==> src/hdl/oss_pkg.sv <==
package oss_pkg;

   localparam int DATA_W           = 32;
   localparam int CMD_W            = 3;
   localparam int POS_W            = 6;
   localparam int INDEX_W          = 6;
   localparam int COUNT_W          = 7;
   localparam int DEFAULT_CAPACITY = 64;

   // Cells examined per scan cycle.
   localparam int GROUP_SIZE = 8;
   localparam int GROUP_W    = 3;

   typedef enum logic [CMD_W-1:0] {
      CMD_APPEND    = 3'd0,
      CMD_FIND      = 3'd1,
      CMD_READ_AT   = 3'd2,
      CMD_REMOVE_AT = 3'd3,
      CMD_READ_NEXT = 3'd4,
      CMD_COUNT     = 3'd5
   } cmd_type;

   // Broadcast control from the sequencer to every cell.
   typedef struct packed {
      logic mark;       // capture match flag and gated value
      logic find_mode;  // match on key instead of position
      logic append;     // cell at the tail takes the data word
      logic shift;      // cells at and above target take their neighbor
   } cell_ctrl_type;

endpackage

==> src/hdl/oss_cell.sv <==
module oss_cell #(
   parameter int IDX = 0,
   parameter int KW  = 7
) (
   input  logic                        clock,
   input  oss_pkg::cell_ctrl_type      ctrl,
   input  logic [oss_pkg::DATA_W-1:0]  key,
   input  logic [oss_pkg::DATA_W-1:0]  data,
   input  logic [KW-1:0]               target,
   input  logic [KW-1:0]               count,
   input  logic [oss_pkg::DATA_W-1:0]  next_value,
   output logic [oss_pkg::DATA_W-1:0]  value,
   output logic                        flag,
   output logic [oss_pkg::DATA_W-1:0]  cap
);
   import oss_pkg::*;

   localparam logic [KW-1:0] MY_IDX   = KW'(IDX);
   localparam logic [KW-1:0] NEXT_IDX = KW'(IDX + 1);

   logic [DATA_W-1:0] value_ff, value_in;
   logic              flag_ff, flag_in;
   logic [DATA_W-1:0] cap_ff, cap_in;
   logic              hit;

   always_comb begin
      if (ctrl.find_mode) begin
         hit = (value_ff == key) && (MY_IDX < count);
      end else begin
         hit = (MY_IDX == target);
      end

      flag_in  = flag_ff;
      cap_in   = cap_ff;
      value_in = value_ff;
      if (ctrl.mark) begin
         flag_in = hit;
         cap_in  = hit ? value_ff : '0;
      end
      if (ctrl.append && (MY_IDX == count)) begin
         value_in = data;
      end else if (ctrl.shift && (MY_IDX >= target) && (NEXT_IDX < count)) begin
         value_in = next_value;
      end
   end

   always_ff @(posedge clock) begin
      value_ff <= value_in;
      flag_ff  <= flag_in;
      cap_ff   <= cap_in;
   end

   assign value = value_ff;
   assign flag  = flag_ff;
   assign cap   = cap_ff;

endmodule

==> config.mk <==
export PLATFORM = sky130hd
export DESIGN_NAME = oss_cell
export DESIGN_NICKNAME = d
export VERILOG_FILES = /design/src/hdl/oss_pkg.sv /design/src/hdl/oss_cell.sv
export SDC_FILE = /design/constraint.sdc
export NUM_CORES = 1
export LEC_CHECK = 0
export ABC_AREA = 1
export BUFFER_PORTS_ARGS = -buffer_cell sky130_fd_sc_hd__buf_2
export CAP_MARGIN = 10
export CORE_ASPECT_RATIO = 0.8
export CORE_MARGIN = 3
export CORE_UTILIZATION = 35
export CTS_BUF_LIST = sky130_fd_sc_hd__clkbuf_2 sky130_fd_sc_hd__clkbuf_4 sky130_fd_sc_hd__clkbuf_8
export DETAILED_ROUTE_END_ITERATION = 8
export GPL_ROUTABILITY_DRIVEN = 0
export GPL_TIMING_DRIVEN = 0
export PLACE_DENSITY = 0.68
export SLEW_MARGIN = 30
export SYNTH_ARGS = -nofsm -noshare
export SYNTH_HDL_FRONTEND = slang
export SYNTH_SLANG_ARGS = --single-unit
==> constraint.sdc <==
create_clock -name clock -period 2.2 [get_ports clock]
set_clock_uncertainty 0.15 [all_clocks]
set_input_delay 0.44 -clock clock [delete_from_list [all_inputs] [get_ports clock]]
set_output_delay 0.44 -clock clock [all_outputs]
set_load 0.005 [all_outputs]
==> summary.txt, run 1 <==
Timing
  – Slew headroom: 46.6%
  – RSZ-0062 raised after global routing: no
  – Tcrit/Tclk final: 88.1%
  – Final setup TNS: 0 ps
  – Max Slew Vio Count: 0
  – Minimum clock period: 1940 ps
  – Fmax achieved: 516 MHz
  – Final setup vio count: 0
  – Final setup margin: 261 ps
  – Worst-Margin Slew: 801 ps
  – Hold Vio Cnt, Final: 0

Layout
  – Fillers: 874
  – Area growth syn-to-layout: 36.8%
  – Footprint of the multi-input gates: 1110 um^2
  – Finished Core Util: 49.8%
  – Seq. cell area: 1950 um^2
  – Proportion of layout cells with a drive suffix above 1: 51.7%
  – Diode count: 0
  – Post-layout nets: 609
  – Final instance area: 4580 um^2

Clock tree
  – CTS Sinks: 65
  – Post-CTS Setup Bufs: 0
  – Clock tree from TritonCTS: built
  – Root Buffer: clkbuf_8
  – Clk buf depth: 2
  – CTS Buf Count: 9
  – Clock Pin Slew Worst Setup and Hold Paths: 70 ps
  – Hold_buf cts: 0
  – H-tree Lvls: 3
  – Clock insertion delay at the later pin of the skew report: 330 ps

Floorplan
  – Ports: 180
  – Die area: 10800 um^2
  – Die Height: 93.5 um
  – Initial Utilization: 36.4%
  – Core Area: 9190 um^2
  – FP Rows: 31
  – Die Wd: 115 um

Setup path
  – Max Fanout on Critical Path: 10
  – R2R setup slack: 260 ps
  – RR Endpoint: cap[9]$_SDFFCE_PN0P_
  – Worst R2R Start: value[30]$_DFFE_PP_
  – WP data required: 2230 ps
  – Type of origin of the critical path: flop
  – Critical path cell sequence: xnor2_1, nand4_1, nor2_1, nand3_4, buf_6, a21oi_1
  – Crit path kind: flop to flop
  – Critical path endpoint category: flop
  – Worst R2R Path Depth: 6
  – Crit-path max cell delay: 420 ps
  – Worst path arrival time: 1970 ps
  – Crit-path slowest cell: edfxtp_1

Routing
  – TritonRoute pass-1 iters: 4
  – Vias per cell: 4.51
  – Drc violations: 0
  – Total wire length: 9050 um
  – Wirelength per Cell: 14.7 um
  – Via count: 2769
  – Drt first-iter violations: 83
  – Final ANT Viol Nets: 0

Logic synthesis
  – Synth Cell Area: 3350 um^2
  – Syn avg cell area: 11.0 um^2
  – Netlist cell types: 22
  – Synth Instances: 304
  – Synth Register Bits: 65
  – Syn_nets: 419
  – Yosys warning count: 0
  – Register area share after synthesis: 58.3%

Run status
  – Status: completed

Place
  – Placed cell area: 4390 um^2
  – Post-DP HPWL: 7150 um
  – IO Port Bufs: 179
  – Pre-CTS setup slack: -297 ps

Global routing
  – Vias in the first global route: 2779
  – Total gr overflow: 0
  – Pin count of the biggest net entering global routing: 34
  – First-pass GRT wire length: 13300 um
  – Gr usage total: 16.6%
  – Initial antenna violation count: 0

Power and ir drop
  – Pwr per Cell Area: 564 nW/um^2
  – Static Leak: 2.23 nW
  – Total power draw: 0.00258 W
  – Worst vdd ir: 0.383 mV

Min path
  – Path type of the worst min-delay path: primary input to flop
  – Hold path endpoint: value[13]$_DFFE_PP_
  – Hold Crit Depth: 2
  – Worst Hold Launch: next_value[13]

Job
  – Max-Cap Viols: 0
[metrics by stage]
step | instances | hold slack [ps]
global placement | 598 | 451
CTS | 614 | 226
floorplan | 304 | 402
global route | 614 | 230
detailed placement | 598 | 466
finish | 614 | 253
[worst max-delay path, delay by kind of cell, from the launching register on]
kind | cells | cell delay [ps]
AO/OA/AOI/OAI | 1 | 150
XOR/XNOR | 1 | 350
buffers and inverters | 1 | 180
AND/OR/NAND/NOR | 3 | 530
flip-flops | 1 | 420
[worst max path at each step]
stage / startpoint / to / slack (ps) / cells after the start
final: value[30]$_DFFE_PP_ / cap[9]$_SDFFCE_PN0P_ / 260 / 6
after global placement: count[1] / value[18]$_DFFE_PP_ / -240 / 5
after global routing: value[30]$_DFFE_PP_ / cap[9]$_SDFFCE_PN0P_ / 100 / 6
after CTS: count[1] / value[17]$_DFFE_PP_ / 80 / 5
after detailed placement: count[1] / value[12]$_DFFE_PP_ / -300 / 5
after floorplan: count[4] / value[0]$_DFFE_PP_ / 260 / 5
[routing by layer]
metal	share of wire [%]	vias up	global-route usage (%)
met5	0	-	0
met4	1.6	0	5.57
met3	9.6	11	5.63
met2	48	134	28.4
met1	41	1239	19.5
li1	-	1385	-
[Yosys cell counts]
cell type,number,share of area [%]
xnor2_1,5,1.3
a21oi_1,17,2.5
inv_2,3,0.34
edfxtp_1,65,58
nor3_2,1,0.30
o21ai_0,8,1.2
clkbuf_1,1,0.11
and2_1,1,0.19
nand4_1,1,0.19
nor4_2,1,0.37
mux2_2,32,11
nand3_2,1,0.30
inv_1,52,5.8
buf_6,6,2.0
a21oi_2,16,4.2
buf_2,2,0.30
nand2_1,63,7.1
nand3_4,1,0.52
nand3_1,3,0.45
nor2_2,2,0.37
nor2_1,18,2.0
xor2_1,5,1.3
[logic make-up (layout without fill, tap and decap cells)]
group,after synthesis,count (layout),synth area share [%]
buffers and inverters,64,259,8.60
and+or+nand+nor,92,92,11.8
AOI/OAI and AO/OA,41,41,7.93
DFF,65,65,58.3
muxes,32,32,10.8
xor gates and xnor gates,10,10,2.62
[cell usage in the layout, fill, tap and decap left out, drive strengths merged, types with 8 or more instances in the layout]
cell type  instances
buf              187
edfxtp            65
nand2             63
inv               55
a21oi             33
mux2              32
nor2              20
clkbuf            12
o21ai              8
[power by group]
group	switching (W)	leakage, nW	internal, W
clock	0.000428	0.0967	0.000536
sequential	0.00000756	0.641	0.00138
combinational	0.000100	1.49	0.000129
total	0.000536	2.23	0.00205
[timing repair]
action                     4_1_cts  5_1_grt
hold endpoints to repair         0        0
gates resized for setup          0        1
setup endpoints to repair        0       32
[state kept, by name, summed over array words and instances, names as in the netlist]
signal / cells
cap: 32
flag: 1
value: 32
[layout make-up]
class,count,area share [%]
clock buffer,11,3.03
inverter,55,4.51
tap,115,3.14
buffer,9,1.78
sequential,65,42.6
timing repair buffer,179,19.6
multi-input combinational,175,24.3
clock inverter,5,1.01
(Power assumes the default switching activity.)
==> inputs of run 2 (changes only) <==
Settings changed: PLACE_DENSITY 0.68 to 0.65.
Clock period 2.2 ns to 2.3 ns, I/O delays scaled along.
==> run 2 against run 1 <==
Maximum frequency fell by 2.7%. Flip-flop and latch count stayed put. Register-to-register slack better by 50 ps. Global-route usage up 0.12 points. Combinational power fell by 4%. Worst hold slack improved by 7.6 ps. Largest power group unchanged.
==> summary.txt, run 2 (synthesis gave the netlist of run 1 again) <==
Routing
  – Drc violations: 0 (unchanged)
  – Total wire length: 8980 um (was 9050 um)
  – Final ANT Viol Nets: 0 (unchanged)
  – Via count: 2775 (was 2769)
  – TritonRoute pass-1 iters: 4 (unchanged)
  – Vias per cell: 4.51 (about the same)
  – Drt first-iter violations: 137 (was 83)
  – Wirelength per Cell: 14.6 um (was 14.7 um)

Floorplan
  – Die area: 10800 um^2 (unchanged)
  – Die Height: 93.5 um (unchanged)
  – Die Wd: 115 um (unchanged)
  – Core Area: 9190 um^2 (unchanged)
  – Ports: 180 (unchanged)
  – FP Rows: 31 (unchanged)
  – Initial Utilization: 36.4% (unchanged)

Timing
  – Worst-Margin Slew: 812 ps (was 801 ps)
  – Hold Vio Cnt, Final: 0 (unchanged)
  – Fmax achieved: 502 MHz (was 516 MHz)
  – Tcrit/Tclk final: 86.6% (was 88.1%)
  – RSZ-0062 raised after global routing: no (unchanged)
  – Max Slew Vio Count: 0 (unchanged)
  – Minimum clock period: 1990 ps (was 1940 ps)
  – Slew headroom: 45.8% (was 46.6%)
  – Final setup vio count: 0 (unchanged)

Clock tree
  – Clock tree from TritonCTS: built (unchanged)
  – Clk buf depth: 2 (unchanged)
  – H-tree Lvls: 3 (unchanged)
  – Root Buffer: clkbuf_8 (unchanged)
  – Clock Pin Slew Worst Setup and Hold Paths: 70 ps (about the same)
  – CTS Buf Count: 9 (unchanged)
  – Post-CTS sizing: 0 (unchanged)
  – CTS Sinks: 65 (unchanged)
  – Clock insertion delay at the later pin of the skew report: 340 ps (was 330 ps)
  – Post-CTS Setup Bufs: 0 (unchanged)
  – Hold_buf cts: 0 (unchanged)

Layout
  – Seq. cell area: 1950 um^2 (unchanged)
  – Final instance area: 4600 um^2 (was 4580 um^2)
  – Area growth syn-to-layout: 37.5% (was 36.8%)
  – Post-layout nets: 610 (was 609)
  – Proportion of layout cells with a drive suffix above 1: 51.8% (was 51.7%)
  – Footprint of the multi-input gates: 1110 um^2 (about the same)
  – Leading cell type in the layout, fill and taps excluded: buf_2 (unchanged)
  – Post-Layout Cell Count: 615 (was 614)
  – Most frequent cells in the layout: 181 x buf_2, 65 x edfxtp_1, 62 x nand2_1, 52 x inv_1, 32 x mux2_2 (unchanged)
  – Diode count: 0 (unchanged)
  – Fillers: 856 (was 874)
  – Finished Core Util: 50.1% (was 49.8%)

Setup path
  – Worst R2R Path Depth: 6 (unchanged)
  – Crit. Startpoint: value[30]$_DFFE_PP_ (unchanged)
  – Max Fanout on Critical Path: 10 (unchanged)
  – CP Capture Point: cap[15]$_SDFFCE_PN0P_ (was cap[9]$_SDFFCE_PN0P_)
  – R2R setup slack: 310 ps (was 260 ps)
  – Type of origin of the critical path: flop (unchanged)
  – Worst path arrival time: 2030 ps (was 1970 ps)
  – Crit path kind: flop to flop (unchanged)
  – Worst R2R Start: value[30]$_DFFE_PP_ (unchanged)
  – RR Endpoint: cap[15]$_SDFFCE_PN0P_ (was cap[9]$_SDFFCE_PN0P_)
  – Critical path endpoint category: flop (unchanged)
  – WP data required: 2330 ps (was 2230 ps)

Place
  – Post-DP HPWL: 7130 um (was 7150 um)
  – IO Port Bufs: 179 (unchanged)
  – Placed cell area: 4420 um^2 (was 4390 um^2)
  – Placed insts: 599 (was 598)

Run status
  – Status: completed (unchanged)

Min path
  – Hold Crit Depth: 2 (unchanged)
  – Path type of the worst min-delay path: primary input to flop (unchanged)
  – Worst Hold Launch: next_value[30] (was next_value[13])

Power and ir drop
  – Worst vdd ir: 0.327 mV (was 0.383 mV)
  – Static Leak: 2.24 nW (was 2.23 nW)
  – Pwr per Cell Area: 540 nW/um^2 (was 564 nW/um^2)

Global routing
  – First-pass GRT wire length: 13600 um (was 13300 um)
  – Vias in the first global route: 2827 (was 2779)
  – Gr usage total: 16.7% (was 16.6%)
  – Initial antenna violation count: 0 (unchanged)
  – Pin count of the biggest net entering global routing: 34 (unchanged)
  – Total gr overflow: 0 (unchanged)

Job
  – Max-Cap Viols: 0 (unchanged)
-- run 2: cell type report --
| cell class | count | share of cell area [%] |
|---|---|---|
| Clock buffer | 11 | 3.02 |
| Timing Repair Buffer | 180 | 20.1 |
| Tap cell | 115 | 3.13 |
| Sequential cell | 65 | 42.4 |
| Multi-Input combinational cell | 175 | 24.1 |
| Inverter | 55 | 4.49 |
| Clock inverter | 5 | 1.01 |
| Buffer | 9 | 1.77 |
-- run 2: report_power, final --
group          leakage (nW)  switching [W]  total (W)  internal, W
Combinational          1.50      0.0000962   0.000220     0.000124
Sequential            0.641     0.00000735    0.00133      0.00132
Clock                0.0967       0.000425   0.000938     0.000512
Total                  2.24       0.000529    0.00249      0.00196
-- run 2: critical path, stage by stage, from the launching register on --
cell,delay [ps]
edfxtp_1,440
xnor2_1,380
nand4_1,190
nor2_1,200
nand3_4,150
buf_6,170
a21oi_1,150
-- run 2: how the worst min path moves through the flow --
| stage | end |
|---|---|
| 4_1_cts | value[6]$_DFFE_PP_ |
| 3_3_place_gp | cap[7]$_SDFFCE_PN0P_ |
| 5_1_grt | value[7]$_DFFE_PP_ |
| 2_1_floorplan | cap[0]$_SDFFCE_PN0P_ |
| 3_5_place_dp | cap[23]$_SDFFCE_PN0P_ |
| 6_report | value[30]$_DFFE_PP_ |
-- run 2: metal layers --
layer	GRT usage [%]	up-vias	wire (um)
met2	27.1	139	4150
met3	5.69	12	876
met1	20.6	1239	3820
li1	-	1385	-
met5	0	-	0
met4	6.26	0	139
-- run 2: through the flow --
step | total power, W | TNS, ps | worst slack [ps] | hold WS, ps
global placement | 0.00157 | -20370 | -639 | 449
CTS | 0.00253 | 0 | 247 | 238
global route | 0.00261 | 0 | 149 | 243
floorplan | 0.00143 | 0 | 34.4 | 422
detailed placement | 0.00158 | -1080 | -65.0 | 463
finish | 0.00249 | 0 | 307 | 261
==> inputs of run 3 (changes only) <==
Settings changed: PLACE_DENSITY 0.65 to 0.76.
==> run 3 against run 2 <==
Critical path depth unchanged. Sequential share of layout area decreased by 0.48 points. Flip-flop and latch count is the same. Sequential power about the same. Via count is 0.58% higher. Count of clock-buffer cells in the layout down 1. Final area is 1.1% higher. Cell count did not move. Worst hold slack improved by 10 ps. Critical path type is now primary input to flop.
==> summary.txt, run 3 (synthesis gave the netlist of run 1 again) <==
Timing
  – Worst-Margin Slew: 820 ps (was 812 ps)
  – Final setup margin: 375 ps (was 307 ps)
  – Minimum clock period: 1930 ps (was 1990 ps)
  – Hold Vio Cnt, Final: 0 (unchanged)
  – Slew headroom: 45.3% (was 45.8%)
  – Max Slew Vio Count: 0 (unchanged)
  – Fmax achieved: 519 MHz (was 502 MHz)
  – RSZ-0062 raised after global routing: no (unchanged)
  – Tcrit/Tclk final: 83.7% (was 86.6%)
  – Final setup vio count: 0 (unchanged)

Floorplan
  – Die area: 10800 um^2 (unchanged)
  – Core Area: 9190 um^2 (unchanged)
  – Initial Utilization: 36.4% (unchanged)
  – FP Rows: 31 (unchanged)
  – Die Height: 93.5 um (unchanged)
  – Ports: 180 (unchanged)
  – Die Wd: 115 um (unchanged)

Place
  – Post-DP HPWL: 7140 um (was 7130 um)
  – Placed cell area: 4420 um^2 (unchanged)
  – IO Port Bufs: 179 (unchanged)
  – Pre-CTS setup slack: -43.6 ps (was -65.0 ps)

Global routing
  – Vias in the first global route: 2806 (was 2827)
  – Total gr overflow: 0 (unchanged)
  – First-pass GRT wire length: 13500 um (was 13600 um)
  – Gr usage total: 16.7% (about the same)
  – Initial antenna violation count: 0 (unchanged)
  – Pin count of the biggest net entering global routing: 34 (unchanged)

Clock tree
  – Clock insertion delay at the later pin of the skew report: 330 ps (was 340 ps)
  – Root Buffer: clkbuf_8 (unchanged)
  – CTS Sinks: 65 (unchanged)
  – Clk buf depth: 2 (unchanged)
  – Clock tree from TritonCTS: built (unchanged)
  – CTS Buf Count: 9 (unchanged)
  – Clock Pin Slew Worst Setup and Hold Paths: 80 ps (was 70 ps)
  – Post-CTS Setup Bufs: 0 (unchanged)
  – Post-CTS sizing: 0 (unchanged)
  – H-tree Lvls: 3 (unchanged)
  – Hold_buf cts: 0 (unchanged)

Power and ir drop
  – Pwr per Cell Area: 583 nW/um^2 (was 540 nW/um^2)
  – Static Leak: 2.26 nW (was 2.24 nW)
  – Worst vdd ir: 0.366 mV (was 0.327 mV)

Layout
  – Final instance area: 4650 um^2 (was 4600 um^2)
  – Fillers: 866 (was 856)
  – Proportion of layout cells with a drive suffix above 1: 52.2% (was 51.8%)
  – Seq. cell area: 1950 um^2 (unchanged)
  – Leading cell type in the layout, fill and taps excluded: buf_2 (unchanged)
  – Area growth syn-to-layout: 39.1% (was 37.5%)
  – Post-layout nets: 610 (unchanged)
  – Most frequent cells in the layout: 181 x buf_2, 65 x edfxtp_1, 62 x nand2_1, 52 x inv_1, 32 x mux2_2 (unchanged)
  – Footprint of the multi-input gates: 1110 um^2 (unchanged)
  – Finished Core Util: 50.6% (was 50.1%)
  – Diode count: 0 (unchanged)

Routing
  – Drc violations: 0 (unchanged)
  – Wirelength per Cell: 14.6 um (about the same)
  – Vias per cell: 4.54 (was 4.51)
  – Total wire length: 8960 um (was 8980 um)
  – Drt first-iter violations: 117 (was 137)
  – Met1 WL: 3670 um (was 3820 um)
  – Via count: 2791 (was 2775)
  – Met2 WL: 4560 um (was 4150 um)
  – Final ANT Viol Nets: 0 (unchanged)
  – TritonRoute pass-1 iters: 5 (was 4)
  – Met3 wire len: 623 um (was 876 um)
  – Uppermost routed layer: met4 (unchanged)

Setup path
  – WP data required: 2190 ps (was 2330 ps)
  – Critical path endpoint category: flop (unchanged)
  – Worst path arrival time: 1810 ps (was 2030 ps)
  – Max Fanout on Critical Path: 22 (was 10)
  – Crit path kind: primary input to flop (was flop to flop)
  – Type of origin of the critical path: primary input (was flop)
  – R2R setup slack: 410 ps (was 310 ps)

Min path
  – Path type of the worst min-delay path: primary input to flop (unchanged)

Job
  – Max-Cap Viols: 0 (unchanged)

Run status
  – Status: completed (unchanged)
## run 3: cell types whose count changed in the layout (fill, tap and decap cells not counted)
cell        delta
bufinv_16      +2
clkbuf_4       -1
clkinv_1       -2
clkinvlp_4     +1
## run 3: area by class of cell
type,count,area share [%]
Buffer,9,1.75
Sequential cell,65,41.9
Timing Repair Buffer,180,19.8
Clock inverter,6,2.28
Multi-Input combinational cell,175,23.8
Clock buffer,10,2.82
Tap cell,115,3.09
Inverter,55,4.44
## run 3: metrics by stage
step	setup TNS (ps)	instances	hold slack [ps]	power, W
4_1_cts	0	615	250	0.00275
6_report	0	615	271	0.00271
2_1_floorplan	0	304	422	0.00143
3_3_place_gp	-20790	598	435	0.00157
3_5_place_dp	-942	599	463	0.00158
5_1_grt	0	615	250	0.00282
## run 3: worst max-delay path, stage by stage
cell     delay (ps)
buf_2           110
nor3_2          240
nand3_2         260
buf_6           240
nand2_2         270
buf_16          220
## run 3: final timing paths
kind / start / to / cells after the start
worst max-delay path: count[1] / value[20]$_DFFE_PP_ / 6
worst min-delay path: next_value[4] / value[4]$_DFFE_PP_ / 2
worst max register to register: value[30]$_DFFE_PP_ / cap[4]$_SDFFCE_PN0P_ / 6
worst min register to register: value[25]$_DFFE_PP_ / cap[25]$_SDFFCE_PN0P_ / 2
## run 3: power by group
part / total, W / internal, W / switching, W
sequential: 0.00133 / 0.00132 / 0.00000709
combinational: 0.000221 / 0.000124 / 0.0000966
clock: 0.00116 / 0.000727 / 0.000437
## run 3: per-layer routing
metal,up-vias,track usage (%)
li1,1386,-
met1,1270,19.8
met2,125,28.9
met3,10,4.72
met4,0,5.67
met5,-,0
